[src/design/i2cm_pkg.sv]
// Shared types, constants and the transaction program table of the I2C ADC/DAC master.
package i2cm_pkg;

  // Phase counter width; the longest program has ten segments.
  localparam int unsigned PhaseW = 4;
  localparam logic [PhaseW-1:0] AdcLen = 4'd10;
  localparam logic [PhaseW-1:0] DacLen = 4'd5;

  // Configuration reset values.
  localparam logic [6:0] DevAddrRst  = 7'd72;
  localparam logic [3:0] AckLimitRst = 4'd5;
  localparam logic [7:0] GapCmdRst   = 8'd10;
  localparam logic [7:0] GapReadRst  = 8'd100;

  // Fixed control byte of the converter: analog output enable.
  localparam logic [7:0] CtrlByte = 8'h40;

  // Configuration register indexes.
  typedef enum logic [1:0] {
    CFG_DEV_ADDR  = 2'd0,
    CFG_ACK_LIMIT = 2'd1,
    CFG_GAP_CMD   = 2'd2,
    CFG_GAP_READ  = 2'd3
  } cfg_idx_e;

  // Bus segments that make up a transaction, one-hot coded.
  typedef enum logic [8:0] {
    SEG_START = 9'b000000001,
    SEG_STOP  = 9'b000000010,
    SEG_WADDR = 9'b000000100,
    SEG_WCTRL = 9'b000001000,
    SEG_WVAL  = 9'b000010000,
    SEG_RADDR = 9'b000100000,
    SEG_READ  = 9'b001000000,
    SEG_GAPC  = 9'b010000000,
    SEG_GAPR  = 9'b100000000
  } seg_e;

  // Configuration registers as seen by the sequencer.
  typedef struct packed {
    logic [6:0] device_address;
    logic [3:0] ack_poll_limit;
    logic [7:0] gap_after_command;
    logic [7:0] gap_after_read;
  } cfg_t;

  // One request tick.
  typedef struct packed {
    logic       start_request;
    logic       command;
    logic [1:0] channel;
    logic [7:0] dac_value;
    logic       sda_in;
  } req_t;

  // One result tick.
  typedef struct packed {
    logic       scl_out;
    logic       sda_out;
    logic       busy_res;
    logic       done_res;
    logic       error_flag;
    logic [7:0] adc_value;
    logic [1:0] adc_channel;
  } res_t;

  // Segment at a program position; positions past the end read as a stop.
  function automatic seg_e seg_at(logic op, logic [PhaseW-1:0] idx);
    seg_e s;
    s = SEG_STOP;
    if (op) begin
      unique case (idx)
        4'd0:    s = SEG_START;
        4'd1:    s = SEG_WADDR;
        4'd2:    s = SEG_WCTRL;
        4'd3:    s = SEG_WVAL;
        default: s = SEG_STOP;
      endcase
    end else begin
      unique case (idx)
        4'd0:    s = SEG_START;
        4'd1:    s = SEG_WADDR;
        4'd2:    s = SEG_WCTRL;
        4'd3:    s = SEG_STOP;
        4'd4:    s = SEG_GAPC;
        4'd5:    s = SEG_START;
        4'd6:    s = SEG_RADDR;
        4'd7:    s = SEG_READ;
        4'd8:    s = SEG_STOP;
        4'd9:    s = SEG_GAPR;
        default: s = SEG_STOP;
      endcase
    end
    return s;
  endfunction

endpackage

[src/design/i2cm_core.sv]
// Tick sequencer: walks the transaction program and drives the bus pin levels.
module i2cm_core import i2cm_pkg::*; (
  input  logic clk_i,
  input  logic rst_ni,
  input  logic step_i,
  input  req_t req_i,
  input  cfg_t cfg_i,
  output res_t res_o
);

  logic [PhaseW-1:0] phase_q, phase_d;
  logic [7:0]        tick_q, tick_d;
  logic [3:0]        bit_q, bit_d;
  logic [7:0]        shift_q, shift_d;
  logic              op_q, op_d;
  logic [1:0]        ch_q, ch_d;
  logic [7:0]        val_q, val_d;
  logic [7:0]        adc_q [4];
  logic [7:0]        adc_d [4];
  logic              scl_q, scl_d;
  logic              sda_q, sda_d;

  // State as it stands after a possible request has been taken.
  logic              launch;
  logic [PhaseW-1:0] act_phase;
  logic [7:0]        act_tick;
  logic [3:0]        act_bit;

  logic              done, err, adv;
  seg_e              seg, seg_nxt;
  logic [PhaseW-1:0] len, p1, p2;
  logic              skip;
  logic [7:0]        wbyte, dem, gap, gtick;
  logic              fail;

  assign launch    = (phase_q == '0) && req_i.start_request;
  assign act_phase = launch ? 4'd1 : phase_q;
  assign act_tick  = launch ? 8'd0 : tick_q;
  assign act_bit   = launch ? 4'd0 : bit_q;

  // Latches of the request.
  always_comb begin
    op_d  = op_q;
    ch_d  = ch_q;
    val_d = val_q;
    if (launch) begin
      op_d  = req_i.command;
      val_d = req_i.dac_value;
      if (!req_i.command) begin
        ch_d = req_i.channel;
      end
    end
  end

  assign seg = seg_at(op_d, act_phase - 4'd1);
  assign len = op_d ? DacLen : AdcLen;

  // Byte that the current write segment shifts out.
  always_comb begin
    priority if (seg == SEG_WADDR) begin
      wbyte = {cfg_i.device_address, 1'b0};
    end else if (seg == SEG_RADDR) begin
      wbyte = {cfg_i.device_address, 1'b1};
    end else if (seg == SEG_WCTRL) begin
      wbyte = op_d ? CtrlByte : (CtrlByte | {6'd0, ch_d});
    end else begin
      wbyte = val_d;
    end
  end

  assign dem   = act_tick - 8'd2;
  assign fail  = dem >= {4'd0, cfg_i.ack_poll_limit};
  assign gap   = (seg == SEG_GAPC) ? cfg_i.gap_after_command : cfg_i.gap_after_read;
  assign gtick = (act_tick < 8'd255) ? act_tick + 8'd1 : act_tick;

  // Next program position, skipping a gap segment that is configured to zero.
  assign p1      = act_phase + 4'd1;
  assign p2      = act_phase + 4'd2;
  assign seg_nxt = seg_at(op_d, act_phase);
  assign skip    = ((seg_nxt == SEG_GAPC) && (cfg_i.gap_after_command == 8'd0)) ||
                   ((seg_nxt == SEG_GAPR) && (cfg_i.gap_after_read == 8'd0));

  // One tick of the current segment.
  always_comb begin
    phase_d = act_phase;
    tick_d  = act_tick;
    bit_d   = act_bit;
    shift_d = shift_q;
    adc_d   = adc_q;
    scl_d   = scl_q;
    sda_d   = sda_q;
    done    = 1'b0;
    err     = 1'b0;
    adv     = 1'b0;

    if (act_phase != '0) begin
      unique case (seg)
        SEG_START: begin
          priority if (act_tick == 8'd0) sda_d = 1'b1;
          else if (act_tick == 8'd1) scl_d = 1'b1;
          else if (act_tick == 8'd2) sda_d = 1'b0;
          else begin
            scl_d = 1'b0;
            adv   = 1'b1;
          end
          tick_d = act_tick + 8'd1;
        end
        SEG_STOP: begin
          priority if (act_tick == 8'd0) scl_d = 1'b0;
          else if (act_tick == 8'd1) sda_d = 1'b0;
          else if (act_tick == 8'd2) scl_d = 1'b1;
          else begin
            sda_d = 1'b1;
            adv   = 1'b1;
          end
          tick_d = act_tick + 8'd1;
        end
        SEG_READ: begin
          tick_d = act_tick + 8'd1;
          priority if (act_tick == 8'd0) begin
            sda_d   = 1'b1;
            shift_d = 8'd0;
          end else if (act_tick <= 8'd16) begin
            if (act_tick[0]) begin
              scl_d   = 1'b1;
              shift_d = {shift_q[6:0], req_i.sda_in};
            end else begin
              scl_d = 1'b0;
            end
          end else if (act_tick == 8'd17) begin
            sda_d = 1'b1;
          end else if (act_tick == 8'd18) begin
            scl_d = 1'b1;
          end else begin
            scl_d       = 1'b0;
            adc_d[ch_d] = shift_q;
            adv         = 1'b1;
          end
        end
        SEG_GAPC, SEG_GAPR: begin
          tick_d = gtick;
          adv    = gtick >= gap;
        end
        SEG_WADDR, SEG_WCTRL, SEG_WVAL, SEG_RADDR: begin
          if (!act_bit[3]) begin
            // Data bit: set SDA, raise SCL, lower SCL.
            priority if (act_tick == 8'd0) begin
              sda_d  = wbyte[3'd7 - act_bit[2:0]];
              tick_d = 8'd1;
            end else if (act_tick == 8'd1) begin
              scl_d  = 1'b1;
              tick_d = 8'd2;
            end else begin
              scl_d  = 1'b0;
              bit_d  = act_bit + 4'd1;
              tick_d = 8'd0;
            end
          end else begin
            // Acknowledge: release SDA, raise SCL, then poll.
            priority if (act_tick == 8'd0) begin
              sda_d  = 1'b1;
              tick_d = 8'd1;
            end else if (act_tick == 8'd1) begin
              scl_d  = 1'b1;
              tick_d = 8'd2;
            end else if (fail || !req_i.sda_in) begin
              scl_d = 1'b0;
              if (fail && ((seg == SEG_WADDR) || (seg == SEG_RADDR))) begin
                phase_d = '0;
                done    = 1'b1;
                err     = 1'b1;
                tick_d  = 8'd0;
                bit_d   = 4'd0;
              end else begin
                adv = 1'b1;
              end
            end else begin
              tick_d = act_tick + 8'd1;
            end
          end
        end
        default: ;
      endcase

      // Move on to the next segment or finish.
      if (adv) begin
        tick_d = 8'd0;
        bit_d  = 4'd0;
        priority if (p1 > len) begin
          phase_d = '0;
          done    = 1'b1;
        end else if (skip && (p2 > len)) begin
          phase_d = '0;
          done    = 1'b1;
        end else if (skip) begin
          phase_d = p2;
        end else begin
          phase_d = p1;
        end
      end
    end
  end

  // Result of this tick, taken from the state it leaves behind.
  always_comb begin
    res_o.scl_out     = scl_d;
    res_o.sda_out     = sda_d;
    res_o.busy_res    = phase_d != '0;
    res_o.done_res    = done;
    res_o.error_flag  = err;
    res_o.adc_value   = adc_d[ch_d];
    res_o.adc_channel = ch_d;
  end

  // Sequencer state advances once per accepted tick.
  always_ff @(posedge clk_i or negedge rst_ni) begin
    if (!rst_ni) begin
      phase_q <= '0;
      tick_q  <= '0;
      bit_q   <= '0;
      shift_q <= '0;
      op_q    <= 1'b0;
      ch_q    <= '0;
      val_q   <= '0;
      adc_q   <= '{default: '0};
      scl_q   <= 1'b1;
      sda_q   <= 1'b1;
    end else if (step_i) begin
      phase_q <= phase_d;
      tick_q  <= tick_d;
      bit_q   <= bit_d;
      shift_q <= shift_d;
      op_q    <= op_d;
      ch_q    <= ch_d;
      val_q   <= val_d;
      adc_q   <= adc_d;
      scl_q   <= scl_d;
      sda_q   <= sda_d;
    end
  end

  // The program counter never runs past the longer program.
  a_phase_range: assert property (@(posedge clk_i) disable iff (!rst_ni)
    phase_q <= AdcLen)
    else $error("phase counter out of range");

  // An error is only reported as part of a finishing tick.
  a_err_done: assert property (@(posedge clk_i) disable iff (!rst_ni)
    step_i && res_o.error_flag |-> res_o.done_res)
    else $error("error without done");

  // A finishing tick leaves the block idle.
  a_done_idle: assert property (@(posedge clk_i) disable iff (!rst_ni)
    step_i && res_o.done_res |=> phase_q == '0)
    else $error("done while still busy");

  // An aborted transaction leaves SCL low and SDA released.
  a_abort_pins: assert property (@(posedge clk_i) disable iff (!rst_ni)
    step_i && res_o.error_flag |=> !scl_q && sda_q)
    else $error("abort left the bus in the wrong state");

endmodule

[src/design/i2c_adc_dac_transaction_master.sv]
// Top level of the bit-level I2C master for an ADC/DAC converter.
//
// Usage: every transfer on the slave stream is one bus tick. It carries a start
// request with its command, channel and DAC byte, plus the sampled SDA level.
// Each tick produces exactly one transfer on the master stream with the SCL and
// SDA pin levels, busy, done, error and the stored ADC byte of the latched
// channel. A request is taken only when idle and ignored while busy.
// The result of a tick is registered and presented in the cycle after its transfer.
// Throughput: one tick per cycle while results are taken; the next-state logic of the sequencer sits
// between the accepted tick and the result register.
// A new tick is accepted while the result register is empty or being taken, so
// a stalled receiver holds the result and stops input after one tick.
// Configuration: registers are written over the cfg channel (always ready),
// index 0 device address, 1 acknowledge poll limit, 2 gap after the control
// write, 3 gap after the read. Write them only while the block is idle.
// Reset: the bus is released (SCL and SDA high), the sequencer is idle, the
// stored ADC bytes are zero and the registers take their default values.
module i2c_adc_dac_transaction_master import i2cm_pkg::*; (
  input  logic        clk_i,
  input  logic        rst_ni,
  // Tick input stream.
  input  logic        s_axis_tvalid_i,
  output logic        s_axis_tready_o,
  // [0] start_request, [2:1] channel, [10:3] dac_value, [11] sda_in, [15:12] zero
  input  logic [15:0] s_axis_tdata_i,
  // [0] command
  input  logic        s_axis_tuser_i,
  // Result stream.
  output logic        m_axis_tvalid_o,
  input  logic        m_axis_tready_i,
  // [0] scl_out, [1] sda_out, [2] busy_res, [3] done_res, [4] error_flag,
  // [12:5] adc_value, [14:13] adc_channel, [15] zero
  output logic [15:0] m_axis_tdata_o,
  // Configuration write channel.
  input  logic        cfg_valid_i,
  output logic        cfg_ready_o,
  input  logic [1:0]  cfg_addr_i,
  input  logic [7:0]  cfg_data_i
);

  cfg_t        cfg_q;
  req_t        req;
  res_t        res;
  logic        step;
  logic        out_valid_q, out_valid_d;
  logic [15:0] out_data_q;

  // Configuration registers.
  assign cfg_ready_o = 1'b1;

  always_ff @(posedge clk_i or negedge rst_ni) begin
    if (!rst_ni) begin
      cfg_q.device_address    <= DevAddrRst;
      cfg_q.ack_poll_limit    <= AckLimitRst;
      cfg_q.gap_after_command <= GapCmdRst;
      cfg_q.gap_after_read    <= GapReadRst;
    end else if (cfg_valid_i && cfg_ready_o) begin
      unique case (cfg_idx_e'(cfg_addr_i))
        CFG_DEV_ADDR:  cfg_q.device_address    <= cfg_data_i[6:0];
        CFG_ACK_LIMIT: cfg_q.ack_poll_limit    <= cfg_data_i[3:0];
        CFG_GAP_CMD:   cfg_q.gap_after_command <= cfg_data_i;
        CFG_GAP_READ:  cfg_q.gap_after_read    <= cfg_data_i;
        default: ;
      endcase
    end
  end

  // Unpack the tick.
  assign req.start_request = s_axis_tdata_i[0];
  assign req.command       = s_axis_tuser_i;
  assign req.channel       = s_axis_tdata_i[2:1];
  assign req.dac_value     = s_axis_tdata_i[10:3];
  assign req.sda_in        = s_axis_tdata_i[11];

  // A tick is taken whenever the result register can take its result.
  assign s_axis_tready_o = !out_valid_q || m_axis_tready_i;
  assign step            = s_axis_tvalid_i && s_axis_tready_o;

  i2cm_core u_core (
    .clk_i  (clk_i),
    .rst_ni (rst_ni),
    .step_i (step),
    .req_i  (req),
    .cfg_i  (cfg_q),
    .res_o  (res)
  );

  // Result register.
  always_comb begin
    out_valid_d = out_valid_q;
    if (step) begin
      out_valid_d = 1'b1;
    end else if (m_axis_tready_i) begin
      out_valid_d = 1'b0;
    end
  end

  always_ff @(posedge clk_i or negedge rst_ni) begin
    if (!rst_ni) begin
      out_valid_q <= 1'b0;
    end else begin
      out_valid_q <= out_valid_d;
    end
  end

  always_ff @(posedge clk_i) begin
    if (step) begin
      out_data_q <= {1'b0, res.adc_channel, res.adc_value, res.error_flag,
                     res.done_res, res.busy_res, res.sda_out, res.scl_out};
    end
  end

  assign m_axis_tvalid_o = out_valid_q;
  assign m_axis_tdata_o  = out_data_q;

endmodule
[config.mk]
export PLATFORM = sky130hd
export DESIGN_NAME = i2c_adc_dac_transaction_master
export DESIGN_NICKNAME = d
export VERILOG_FILES = /design/src/design/i2cm_pkg.sv /design/src/design/i2cm_core.sv /design/src/design/i2c_adc_dac_transaction_master.sv
export SDC_FILE = /design/constraint.sdc
export NUM_CORES = 1
export LEC_CHECK = 0
export BUFFER_PORTS_ARGS = -buffer_cell sky130_fd_sc_hd__buf_2
export CAP_MARGIN = 10
export CORE_UTILIZATION = 46
export DETAILED_ROUTE_END_ITERATION = 10
export SYNTH_ARGS = -nofsm -noshare
export SYNTH_HDL_FRONTEND = slang
export SYNTH_SLANG_ARGS = --single-unit
[constraint.sdc]
create_clock -name clk_i -period 12.65 [get_ports clk_i]
set_clock_uncertainty 0.15 [all_clocks]
set_input_delay 1.8975 -clock clk_i [delete_from_list [all_inputs] [get_ports clk_i]]
set_output_delay 1.8975 -clock clk_i [all_outputs]
set_load 0.01 [all_outputs]
== Yosys cells after proc, flatten, opt, wreduce, memory -nomap -nowiden ==
Memory sizes are Yosys's and may differ from the RTL's.
Cells that the tools add are included.

* Bits of input ports: 32
* Output and inout bits: 19
* Logic and storage cells: 221
* Register bits: 112
* Memories: 2
* Memory bits (read-only): 256

{| class="wikitable"
|+ Memory list
! name !! words !! bits a word !! read ports !! clocked after Yosys merged registers in !! write ports !! RTL line !! text
|-
| (name not given) || 16 || 8 || 1 || 0 || 0 || i2cm_pkg.sv:80 || <nowiki>unique case (idx)</nowiki>
|-
| (name not given) || 16 || 8 || 1 || 0 || 0 || i2cm_pkg.sv:80 ||
|}

* Muxes and demuxes: 124
* Add/sub/neg operators: 7
* Reduce and logical (&&, ||, !) cells: 34
* Order comparisons: 9
* Eq/ne operators: 24
* Bitwise operators: 1

{| class="wikitable"
|+ Operators by type and width
! operator !! number
|-
| $mux W32 || 6
|-
| $mux W8 || 21
|-
| $mux W4 || 24
|-
| $mux W1 || 57
|-
| $pmux W5 S4 || 2
|-
| $bwmux W32 || 1
|-
| $logic_not A8 Y1 || 3
|-
| $pmux W8 S3 || 1
|-
| $eq A9 B8 Y1 const B || 2
|-
| $eq A9 B9 Y1 const B || 2
|-
| $mux W9 || 2
|-
| $bmux W8 S2 || 1
|-
| $demux W8 S2 || 1
|-
| $eq A4 B2 Y1 const B || 4
|-
| $eq A8 B5 Y1 const B || 2
|-
| $logic_not A4 Y1 || 3
|-
| $pmux W1 S4 || 3
|-
| $eq A9 B1 Y1 const B || 1
|-
| $eq A9 B2 Y1 const B || 1
|-
| $eq A9 B3 Y1 const B || 1
|-
| $eq A9 B4 Y1 const B || 1
|-
| $eq A9 B5 Y1 const B || 1
|-
| $eq A9 B6 Y1 const B || 1
|-
| $eq A9 B7 Y1 const B || 1
|-
| other kinds (33) || 57
|}

== Longest topological paths before layout ==
Gate-level depths: netlist of run 1.

* Word-level depth: 20
* Mapped depth: 23
* Depth with buffers taken out: 18

== Modules after synthesis ==
A second synthesis of run 1 with hierarchy kept.

* Cells, all modules: 729
* Area, all modules: 6998.0 sq um

{| class="wikitable"
|+ Modules (own cells, without submodules)
! module !! cells an instance !! instances !! area an instance (sq um) !! seq. area each (sq um)
|-
| i2cm_core || 648 || 1 || 5442.7 || 1729.2
|-
| i2c_adc_dac_transaction_master || 81 || 1 || 1555.2 || 1162.4
|}

== Least setup slack after synthesis of run 1 ==
Ideal clock, no wire load.

* Path type: input-to-reg
* Start: input s_axis_tdata_i[0]
* End: register u_core.phase_q[1]
* Arrival time: 6.140 ns
* Path buffers: 4
* Library setup time: 0.122 ns
* Stages: 22
* Slack: 6.238 ns
* Path through: nor3b_1 > nand2_1 > clkbuf_1 > clkbuf_1 > nand2_1 > inv_1 > ha_1 > and4_1 > nand3_1 > or3b_2 > clkbuf_1 > o21ai_0 > ha_1 > a21o_1 > a2111oi_0 > o21ai_0 > o2111ai_1 > nand3b_1 > a21oi_1 > buf_2 > nor2_1 > a32o_1

* Cells in the longest elaborated chain, start to end: 18

{| class="wikitable"
|+ Ends and longest elaborated chain
! item !! RTL line !! text
|-
| start: declaration || i2c_adc_dac_transaction_master.sv:25 || <nowiki>input logic [15:0] s_axis_tdata_i,</nowiki>
|-
| $logic_and A1 B1 Y1 (*) || i2cm_core.sv:36 || <nowiki>assign launch = (phase_q == '0) && req_i.start_request;</nowiki>
|-
| branches (longest 16 deep; another with $mem_v2 Z16 W8) || - ||
|-
| $mux W4 (*) || i2cm_core.sv:96 || <nowiki>if (act_phase != '0) begin</nowiki>
|-
| end signal: assignment || i2cm_core.sv:229 || <nowiki>phase_q <= phase_d;</nowiki>
|-
| end: declaration || i2cm_core.sv:11 || <nowiki>logic [PhaseW-1:0] phase_q, phase_d;</nowiki>
|}

Mark *: on every way between the ends. The select of a mux whose other input is x is not followed.
A chain may end at the register's enable or synchronous reset.

== Worst setup path after layout of run 1 ==
* Start: input s_axis_tdata_i[0]
* End: register u_core.phase_q[0]

The elaborated chain is that of the path after synthesis.

==> results of run 1 <==
-- flip-flops by register name, summed over array words and instances, names as in the netlist --
name and flops:
u_core.adc_q 32, cfg_q 27, u_core.val_q 8, u_core.phase_q 4
u_core.sda_q 1, u_core.shift_q 8, u_core.ch_q 2, m_axis_tdata_o 15
u_core.tick_q 8, u_core.bit_q 4, m_axis_tvalid_o 1, u_core.op_q 1
u_core.scl_q 1
-- critical path, delay by kind of cell --
kind | cells | cell delay [ns]
and+or+nand+nor | 8 | 2.81
AOI/OAI and AO/OA | 7 | 2.41
adders and majority gates | 2 | 0.57
buffers and inverters | 2 | 0.38
-- layer usage --
metal | vias to the layer above | global-route usage
met4 | 0 | 0.09174
li1 | 2727 | -
met1 | 2796 | 0.2968
met2 | 170 | 0.4027
met3 | 32 | 0.04429
met5 | - | 0
-- worst paths after layout --
path / from / slack [ns] / depth (start not counted) / endpoint
worst max register to register: u_core.phase_q[2]$_DFFE_PN0P_ / 5.49 / 18 / u_core.phase_q[0]$_DFFE_PN0P_
min in group asynchronous: rst_ni / 1.37 / 1 / u_core.adc_q[14]$_DFFE_PN0P_
max in group asynchronous: rst_ni / 9.88 / 2 / cfg_q[4]$_DFFE_PN0P_
worst min register to register: u_core.val_q[4]$_DFFE_PN0P_ / 0.35 / 1 / u_core.val_q[4]$_DFFE_PN0P_
worst max-delay path: s_axis_tdata_i[0] / 4.69 / 19 / u_core.phase_q[0]$_DFFE_PN0P_
worst min-delay path: u_core.val_q[4]$_DFFE_PN0P_ / 0.35 / 1 / u_core.val_q[4]$_DFFE_PN0P_
-- power groups by stage --
stage | registers (mW) | clock network [mW] | logic [mW]
2_1_floorplan | 0.498 | 0 | 0.679
3_3_place_gp | 0.539 | 0 | 0.852
4_1_cts | 0.537 | 0.295 | 0.877
5_1_grt | 0.551 | 0.308 | 0.978
3_5_place_dp | 0.544 | 0 | 0.869
6_report | 0.539 | 0.288 | 0.884
-- cells in the final DEF, fill, tap and decap left out, types with 8 or more instances in the layout --
cell / synthesis / routed
nand2_1: 110 / 110
dfrtp_1: 86 / 86
mux2_2: 63 / 63
nor2_1: 44 / 44
buf_2: 5 / 43
o21ai_0: 34 / 34
ha_1: 33 / 33
a21oi_1: 31 / 31
inv_1: 24 / 24
nand3_1: 19 / 19
mux2_4: 16 / 16
edfxtp_1: 15 / 15
mux2i_1: 14 / 14
nand2b_1: 14 / 14
nor2b_1: 11 / 11
nor3_1: 11 / 11
dfstp_2: 11 / 11
o21a_1: 10 / 10
a31oi_1: 10 / 10
and3_1: 9 / 9
clkbuf_16: 0 / 9
nor3b_1: 8 / 8
xnor2_1: 8 / 8
buf_4: 4 / 8
-- final cells by class --
class	instances	area [sq um]
Fill cell	1394	7402
Sequential cell	112	2892
Timing Repair Buffer	51	275.3
Clock inverter	6	67.56
Inverter	27	101.3
Tap cell	188	235.2
Clock buffer	10	229.0
Multi-Input combinational cell	562	4000
-- per-stage QoR --
stage | instance area, sq um | utilization | hold slack [ns]
detailed placement | 7503 | 0.4936 | 0.3387
finish | 7800 | 0.5131 | 0.3534
global route | 7800 | 0.5131 | 0.3745
CTS | 7800 | 0.5131 | 0.3577
global placement | 7503 | 0.4936 | 0.3356
floorplan | 7157 | - | 0.3110
-- cells by family after synthesis --
logic type,share of synthesized area
mux,0.1523
xor+xnor,0.01346
fa+ha+maj,0.05769
buf+inv,0.03706
compound gates,0.1486
simple gates,0.1858
other cells,0.001049
flops,0.4040
==> results.md, run 1 <==
* Dominant cell type by area after synthesis: dfrtp_1
* Fin. Hold Viols at 0
* Switching Power at ~760 uW
* Seq pwr share at 0.315
* Full die area at around 16,000 sq um
* Drc violations at 0
* CTS resizes at 0
* Share of layout cells above drive strength 1 at 0.2188
* Switching portion of total power at 0.4457
* I/O pin cnt at around 50
* Post-Place Setup Slack at ~4.5 ns
* Worst-Skew Late Latency at roughly 0.36 ns
* Critical-path cell with the highest stage delay: a21oi_1
* H-tree Lvls at 3
* Die width at 126.7 um
* RePlAce Congestion at between 0.9 and 1
* Area grow syn2layout at 8.986%
* Leak at 3.527 nW
* Type of origin of the critical path: primary input
* Min Tclk post-route at about 8.0 ns
* FP Rows at 45
* Per-cell routed wire length at between 15 and 20 um
* CTS sink cnt at around 110
* Met1 wire length at 7833 um
* Via count at about 5,700
* # diodes at 0
* Critical path required time at between 10 and 15 ns
* WL met2 at slightly below 9000 um
* Status: finished, final reports clean
* Setup bufs post-CTS at 0
* Net Count, Synth at ~800
* Final period utilization at 0.6296
* CP Cell Sequence: buf_2, nor3b_1, nand2_1, nand2_1, inv_1, ha_1, and4_1, nand3_1, or3b_2, o21ai_0, ha_1, a21o_1, a2111oi_0, o21ai_0, o2111ai_1, nand3b_1, a21oi_1, nand2_1, o311ai_1
* Arr. time, crit path at 8.07 ns
* Cell internal pwr at around 950 uW
* Final WS setup at 4.686 ns
* Maxcap violations at 0
* Total GRT Usage at 0.2361
* Core ar. at between 15,000 and 20,000 sq um
* Part of the power in the clock network at 0.168
* Max Clock Freq at around 130 MHz
* WL met3 at slightly below 900 um
* Worst Hold Class: reg -> reg
* Initial DRT Pass Iterations at 5
* CTS root buf: clkbuf_16
* EDFF count, synth at 15
* Starting DRT DRC Count at around 420
* Worst-margin pin slew at roughly 1.1 ns
* Critical Path Sink Type: flop
* Die height at roughly 130 um
* Top-count cell post-synth: nand2_1
* Fin. max-slew vios at 0
* Clock buffer count from CTS at 9
* Fin Setup TNS at 0 ns
* Crit path kind: in -> reg
* First-pass GRT wire length at just under 30,000 um
* Worst rel slew slack at 0.2576
* Ranking of synthesized cells by area: dfrtp_1, mux2_2, edfxtp_1, ha_1, nand2_1
* Largest net degree at the start of global routing at 52
* Clk buf depth at 2
* Routed WL at 18,070 um
* Grt total ovfl at 0
* Starting Density at 0.4708
* Setup violators final at 0
* Via density per instance at approximately 6.0
* CTS tree: done
* Yosys cell types at 77
* Seq cells post-synth at between 100 and 150
* Synth warnings at 0
* Nets at slightly above 800
* Top routing layer used: met4
* Ys flop type: dfrtp_1
* Clock-pin slew on the worst setup and hold paths at roughly 0.07 ns
* Synthesized area at approximately 7000 sq um
* Placed cell count at 940
* Pwr Density at around 220 nW/um^2
* Total power at 1.712 mW
* Asr flop ratio synth at 0.8661
* Vias in the first global route at about 5,700
* Synth top cells by count: nand2_1, dfrtp_1, mux2_2, nor2_1, o21ai_0
* Detail Route Antenna Nets at 0
* Sequential area share after synthesis at 0.4040
* PortBufs at between 40 and 50
* Comb pwr share at 0.517
* Syn Inst Count at 737
* RSZ-0062 raised after global routing: no
* Share of the synthesized area in the top cell type at 0.3007
* CTS Hold Bufs at 0
* Largest stage delay on the critical path at roughly 0.9 ns
* Most numerous cell on the critical path: nand2_1
* Max FO, Critical Path at 20
* Mean area per synthesized cell at roughly 9.7 sq um
* Non-Filler Instances at 956
* Worst VDD drop at between 100 and 150 uV
* Initial antenna violation count at 0
* HPWL after DPL at about 13,000 um
Power figures use the tool's default switching activity.
==> inputs of run 2 (changes only) <==
==> constraint.sdc (replaced) <==
create_clock -name clk_i -period 8.1 [get_ports clk_i]
set_clock_uncertainty 0.15 [all_clocks]
set_input_delay 1.215 -clock clk_i [delete_from_list [all_inputs] [get_ports clk_i]]
set_output_delay 1.215 -clock clk_i [all_outputs]
set_load 0.01 [all_outputs]
==> results.md, run 2 (synthesis results as in run 1) <==
* Status: finished, final reports clean (unchanged)
* Setup bufs post-CTS at 0 (unchanged)
* # diodes at 0 (unchanged)
* Routed WL at 18,100 um (was 18,070 um)
* Starting Density at 0.4708 (unchanged)
* Core ar. at 15,200 sq um (unchanged)
* HP Start: cfg_q[17]$_DFFE_PN0P_ (was u_core.val_q[4]$_DFFE_PN0P_)
* Seq pwr share at 0.315 (about the same)
* CP Cell Sequence: buf_2, nor3b_1, nand2_1, nand2_1, inv_1, ha_1, and4_1, nand3_1, or3b_2, o21ai_0, ha_1, a21o_1, a2111oi_0, o21ai_0, o2111ai_1, nand3b_1, a21oi_1, buf_4, nand2_1, o311ai_1 (was buf_2, nor3b_1, nand2_1, nand2_1, inv_1, ha_1, and4_1, nand3_1, or3b_2, o21ai_0, ha_1, a21o_1, a2111oi_0, o21ai_0, o2111ai_1, nand3b_1, a21oi_1, nand2_1, o311ai_1)
* CTS resizes at 0 (unchanged)
* Commonest cells after routing, fill and taps aside: nand2_1, dfrtp_1, mux2_2 (unchanged)
* Part of the power in the clock network at 0.162 (was 0.168)
* First-pass GRT wire length at 30,050 um (was 29,460 um)
* Worst-Skew Late Latency at 0.36 ns (about the same)
* Cells on worst reg2reg path at 19 (was 18)
* Most numerous cell on the critical path: nand2_1 (unchanged)
* Worst Hold Class: reg -> reg (unchanged)
* Worst R2R Start: u_core.phase_q[2]$_DFFE_PN0P_ (unchanged)
* Max Clock Freq at about 160 MHz
* Switching portion of total power at 0.4502 (was 0.4457)
* HPWL after DPL at 13,250 um (was 13,200 um)
* I/O pin cnt at 51 (unchanged)
* Critical Path Sink Type: flop (unchanged)
* Largest register FFs at 32 (unchanged)
* Die width at 126.7 um (unchanged)
* CTS Hold Bufs at 0 (unchanged)
* Fin Setup TNS at 0 ns (unchanged)
* Cell internal pwr at 1.464 mW (was 948.8 uW)
* CTS root buf: clkbuf_16 (unchanged)
* Starting DRT DRC Count at 347 (was 424)
* Initial DRT Pass Iterations at 5 (unchanged)
* Initial antenna violation count at 0 (unchanged)
* Max FO, Critical Path at 11 (was 20)
* Via count at 5,776 (was 5,725)
* Critical path required time at 8.20 ns (was 12.75 ns)
* Comb pwr share at 0.523 (was 0.517)
* Total power at 2.663 mW (was 1.712 mW)
* Drc violations at 0 (unchanged)
* Clock-pin slew on the worst setup and hold paths at 0.08 ns (was 0.07 ns)
* Crit path kind: in -> reg (unchanged)
* Most common cell after layout, fill and taps aside: nand2_1 (unchanged)
* Buffer and inverter count on the worst path at 3 (was 2)
* R2R Path End: u_core.phase_q[0]$_DFFE_PN0P_ (unchanged)
* Maxcap violations at 0 (unchanged)
* Final period utilization at 0.7488
* CTS tree: done (unchanged)
* Nets at 830 (was 828)
* CTS sink cnt at 112 (unchanged)
* RePlAce Congestion at 0.9107 (was 0.9336)
* Type of origin of the critical path: primary input (unchanged)
* Vias in the first global route at 5,762 (was 5,672)
* RSZ-0062 raised after global routing: no (unchanged)
* Area grow syn2layout at 9.196% (was 8.986%)
* Crit path max-delay family: simple AND/OR/NAND/NOR gates (unchanged)
* Total GRT Usage at 0.2408 (was 0.2361)
* FP Rows at 45 (unchanged)
* Clock buffer count from CTS at 9 (unchanged)
* Hold Path End: cfg_q[17]$_DFFE_PN0P_ (was u_core.val_q[4]$_DFFE_PN0P_)
* Final WS setup at 2.035 ns (was 4.686 ns)
* Clk buf depth at 2 (unchanged)
* Pwr Density at 340.8 nW/um^2 (was 219.4 nW/um^2)
* Die height at 126.7 um (unchanged)
* R2r setup slk at 2.20 ns (was 5.49 ns)
* Worst VDD drop at 162.0 uV (was 126.7 uV)
* Share of layout cells above drive strength 1 at 0.2221 (was 0.2188)
* Worst-margin pin slew at 1.025 ns (was 1.114 ns)
* Fin. Hold Viols at 0 (unchanged)
* Critical-path cell with the highest stage delay: or3b_2 (was a21oi_1)
* Grt total ovfl at 0 (unchanged)
* Per-cell routed wire length at 18.89 um (was 18.90 um)
* Full die area at 16,060 sq um (unchanged)
* Largest Register: u_core.adc_q (unchanged)
* Post-layout util at 0.5141 (was 0.5131)
* H-tree Lvls at 3 (unchanged)
* Hold path depth at 1 (unchanged)
* Setup violators final at 0 (unchanged)
* PortBufs at 44 (unchanged)
* Post-Place Setup Slack at 1.720 ns (was 4.491 ns)
* Fin. max-slew vios at 0 (unchanged)
* Largest net degree at the start of global routing at 68 (was 52)
* Leak at 3.532 nW (was 3.527 nW)
* Min Tclk post-route at 6.065 ns
* Largest stage delay on the critical path at 0.61 ns (was 0.90 ns)
* Fillers at 1,404 (was 1,394)
* Switching Power at 1.199 mW (was 762.9 uW)
* Hold WS at 0.3576 ns (was 0.3534 ns)
* Worst rel slew slack at 0.3151 (was 0.2576)
* Detail Route Antenna Nets at 0 (unchanged)
* Via density per instance at 6.029 (was 5.988)
* Arr. time, crit path at 6.16 ns (was 8.07 ns)
==> run 2: cell types whose count changed in the layout (fill, tap and decap cells not counted), sizes merged <==
cell    change
clkbuf      -1
bufinv      -1
buf         +2
clkinv      +4
inv         -2
==> run 2: cell type report <==
cell class | count | area [sq um] | area share
flip-flops and latches | 112 | 2892 | 0.3700
clock inverters | 7 | 71.32 | 0.009126
repair buffers | 53 | 290.3 | 0.03714
clock buffers | 9 | 225.2 | 0.02882
inverters | 27 | 101.3 | 0.01297
multi-input cells | 562 | 4000 | 0.5118
well taps | 188 | 235.2 | 0.03010
==> run 2: routing by layer <==
layer	up-vias	track usage	routed length [um]
met4	0	0.1099	578
li1	2734	-	-
met2	171	0.3923	8606
met1	2834	0.3139	7961
met3	37	0.04175	953
met5	-	0	0
==> run 2: worst max-delay path by stage <==
stage                                  from                            end  slack, ns  depth (start not counted)
after floorplan           s_axis_tdata_i[0]  u_core.phase_q[1]$_DFFE_PN0P_       2.37                         22
after global placement    s_axis_tdata_i[0]  u_core.phase_q[0]$_DFFE_PN0P_       1.85                         20
after detailed placement  s_axis_tdata_i[0]  u_core.phase_q[0]$_DFFE_PN0P_       1.72                         20
after CTS                 s_axis_tdata_i[0]  u_core.phase_q[0]$_DFFE_PN0P_       2.06                         20
after global routing      s_axis_tdata_i[0]  u_core.phase_q[0]$_DFFE_PN0P_       1.71                         20
final                     s_axis_tdata_i[0]  u_core.phase_q[0]$_DFFE_PN0P_       2.03                         20
==> run 2: power by group through the flow <==
stage	clock network, mW	logic (mW)	registers, mW
final	0.432	1.39	0.839
after global routing	0.465	1.56	0.857
after global placement	0	1.34	0.843
after floorplan	0	1.06	0.777
after CTS	0.447	1.38	0.836
after detailed placement	0	1.37	0.848
==> run 2: through the flow <==
step                      std cells  cell area (sq um)
final                           958               7815
after global routing            958               7815
after CTS                       958               7815
after detailed placement        942               7518
after global placement          942               7518
after floorplan                 737               7157
==> inputs of run 3 (changes only) <==
--- a/config.mk
+++ b/config.mk
@@ -9,6 +9,7 @@
 export CAP_MARGIN = 10
 export CORE_UTILIZATION = 46
 export DETAILED_ROUTE_END_ITERATION = 10
+export PLACE_DENSITY = 0.66
 export SYNTH_ARGS = -nofsm -noshare
 export SYNTH_HDL_FRONTEND = slang
 export SYNTH_SLANG_ARGS = --single-unit
==> constraint.sdc (replaced) <==
create_clock -name clk_i -period 5.2 [get_ports clk_i]
set_clock_uncertainty 0.15 [all_clocks]
set_input_delay 0.78 -clock clk_i [delete_from_list [all_inputs] [get_ports clk_i]]
set_output_delay 0.78 -clock clk_i [all_outputs]
set_load 0.01 [all_outputs]
==> results.md, run 3 (synthesis results as in run 1) <==
* Status: finished, final reports clean (unchanged)
* Area grow syn2layout at 11.43% (was 9.196%)
* Via count at 5,852 (was 5,776)
* Fin. Hold Viols at 0 (unchanged)
* Initial DRT Pass Iterations at 5 (unchanged)
* Min Tclk post-route at 4.785 ns
* CTS resizes at 0 (unchanged)
* CP Cell Sequence: buf_2, nor3b_1, nand2_1, nand2_1, inv_1, ha_1, and4_1, nand3_1, or3b_2, o21ai_0, ha_1, a21o_1, a2111oi_0, o21ai_0, o2111ai_1, nand3b_1, a21oi_1, buf_4, nand2_1, o311ai_1 (unchanged)
* Comb pwr share at 0.543 (was 0.523)
* FP Rows at 45 (unchanged)
* HPWL after DPL at 13,450 um (was 13,250 um)
* Max Clock Freq at between 200 and 250 MHz
* Routed WL at 17,930 um (was 18,100 um)
* Crit path kind: in -> reg (unchanged)
* Nets at 849 (was 830)
* Clk buf depth at 2 (unchanged)
* Final period utilization at 0.9201
* CTS Hold Bufs at 0 (unchanged)
* Placed cell count at 961 (was 942)
* Setup violators final at 0 (unchanged)
* First-pass GRT wire length at 29,410 um (was 30,050 um)
* Full die area at 16,060 sq um (unchanged)
* Drc violations at 0 (unchanged)
* Critical path required time at 5.30 ns (was 8.20 ns)
* Die height at 126.7 um (unchanged)
* Grt total ovfl at 0 (unchanged)
* Setup bufs post-CTS at 0 (unchanged)
* Switching Power at 1.903 mW (was 1.199 mW)
* Sequential Area at 2892 sq um (unchanged)
* Worst VDD drop at 198.7 uV (was 162.0 uV)
* Largest Register: u_core.adc_q (unchanged)
* Clock-pin slew on the worst setup and hold paths at 0.08 ns (about the same)
* Type of origin of the critical path: primary input (unchanged)
* Worst Hold Class: in -> async (was reg -> reg)
* Critical Path Sink Type: flop (unchanged)
* Fillers at 1,390 (was 1,404)
* Starting Density at 0.4708 (unchanged)
* Via density per instance at 5.990 (was 6.029)
* Max FO, Critical Path at 11 (unchanged)
* Total GRT Usage at 0.2340 (was 0.2408)
* PortBufs at 44 (unchanged)
* Worst rel slew slack at 0.2176 (was 0.3151)
* Pwr Density at 541.0 nW/um^2 (was 340.8 nW/um^2)
* Total power at 4.315 mW (was 2.663 mW)
* H-tree Lvls at 3 (unchanged)
* CTS sink cnt at 112 (unchanged)
* Leak at 3.639 nW (was 3.532 nW)
* Arr. time, crit path at 4.88 ns (was 6.16 ns)
* Die width at 126.7 um (unchanged)
* Fin Setup TNS at 0 ns (unchanged)
* Per-cell routed wire length at 18.35 um (was 18.89 um)
* Share of layout cells above drive strength 1 at 0.2408 (was 0.2221)
* Multi-input gate area at 4000 sq um (unchanged)
* Maxcap violations at 0 (unchanged)
* Part of the power in the clock network at 0.166 (was 0.162)
* Non-Filler Instances at 977 (was 958)
* Most common cell after layout, fill and taps aside: nand2_1 (unchanged)
* Starting DRT DRC Count at 481 (was 347)
* Seq pwr share at 0.291 (was 0.315)
* RSZ-0062 raised after global routing: no (unchanged)
* Cell internal pwr at 2.412 mW (was 1.464 mW)
* Largest net degree at the start of global routing at 53 (was 68)
* Detail Route Antenna Nets at 0 (unchanged)
* Most numerous cell on the critical path: nand2_1 (unchanged)
* Core ar. at 15,200 sq um (unchanged)
* Vias in the first global route at 5,631 (was 5,762)
* Clock buffer count from CTS at 9 (unchanged)
* Fin. max-slew vios at 0 (unchanged)
* Worst-margin pin slew at 1.171 ns (was 1.025 ns)
* Largest register FFs at 32 (unchanged)
* Largest stage delay on the critical path at 0.59 ns (was 0.61 ns)
* # diodes at 0 (unchanged)
* CTS tree: done (unchanged)
* Switching portion of total power at 0.4411 (was 0.4502)
* Worst-Skew Late Latency at 0.36 ns (about the same)
* RePlAce Congestion at 0.9357 (was 0.9107)
* Initial antenna violation count at 1 (was 0)
* CTS root buf: clkbuf_16 (unchanged)
* Commonest cells after routing, fill and taps aside: nand2_1, dfrtp_1, mux2_2 (unchanged)
* I/O pin cnt at 51 (unchanged)
* Critical-path cell with the highest stage delay: or3b_2 (unchanged)
[run 3: changes by cell type in the layout (fill, tap and decap cells not counted), sizes merged]
cell	before	now
clkinv	8	4
clkbuf	9	11
clkinvlp	1	0
inv	25	28
buf	53	72
[run 3: path summary, 6_finish.rpt]
path	from	to	slack (ns)	depth (start not counted)
max	s_axis_tdata_i[0]	u_core.phase_q[0]$_DFFE_PN0P_	0.42	20
max reg2reg	u_core.phase_q[2]$_DFFE_PN0P_	u_core.phase_q[0]$_DFFE_PN0P_	0.53	19
max in group asynchronous	rst_ni	u_core.tick_q[4]$_DFFE_PN0P_	3.57	2
min in group clk_i	u_core.bit_q[3]$_DFFE_PN0P_	u_core.bit_q[3]$_DFFE_PN0P_	0.35	2
min	rst_ni	u_core.phase_q[1]$_DFFE_PN0P_	0.25	1
min reg2reg	u_core.bit_q[3]$_DFFE_PN0P_	u_core.bit_q[3]$_DFFE_PN0P_	0.35	2
[run 3: metrics by stage]
stage | setup slack [ns] | hold slack [ns] | area, sq um | utilization
2_1_floorplan | 0.007698 | 0.3110 | 7158 | -
3_3_place_gp | 0.2628 | 0.3300 | 7661 | 0.5040
3_5_place_dp | 0.1058 | 0.3331 | 7661 | 0.5040
4_1_cts | 0.4531 | 0.2807 | 7975 | 0.5246
5_1_grt | 0.1563 | 0.3041 | 7975 | 0.5246
6_report | 0.4155 | 0.2490 | 7975 | 0.5246
[run 3: cell type report]
| class | instances | area share |
|---|---|---|
| clock buffer | 11 | 0.03310 |
| tap | 188 | 0.02949 |
| inverter | 27 | 0.01271 |
| multi-input combinational | 562 | 0.5016 |
| sequential | 112 | 0.3626 |
| clock inverter | 5 | 0.006275 |
| timing repair buffer | 72 | 0.05428 |
[run 3: power groups by stage]
stage | combinational, mW | clock (mW) | sequential, mW
finish | 2.34 | 0.718 | 1.25
global route | 2.57 | 0.765 | 1.28
CTS | 2.30 | 0.730 | 1.25
detailed placement | 2.29 | 0 | 1.27
global placement | 2.23 | 0 | 1.26
floorplan | 1.65 | 0 | 1.21
[run 3: metal layers]
metal  GRT usage  routed length (um)  vias up
met1      0.3107                8002     2844
met3     0.04892                1050       27
met4     0.08193                 373        2
met5           0                   9        -
met2      0.3796                8495      203
li1            -                   -     2776
[run 3: critical path, delay by kind of cell]
kind                       cells  cell delay (ns)
and+or+nand+nor                8             1.70
AOI/OAI and AO/OA              7             1.50
adders and majority gates      2             0.46
buffers and inverters          3             0.43
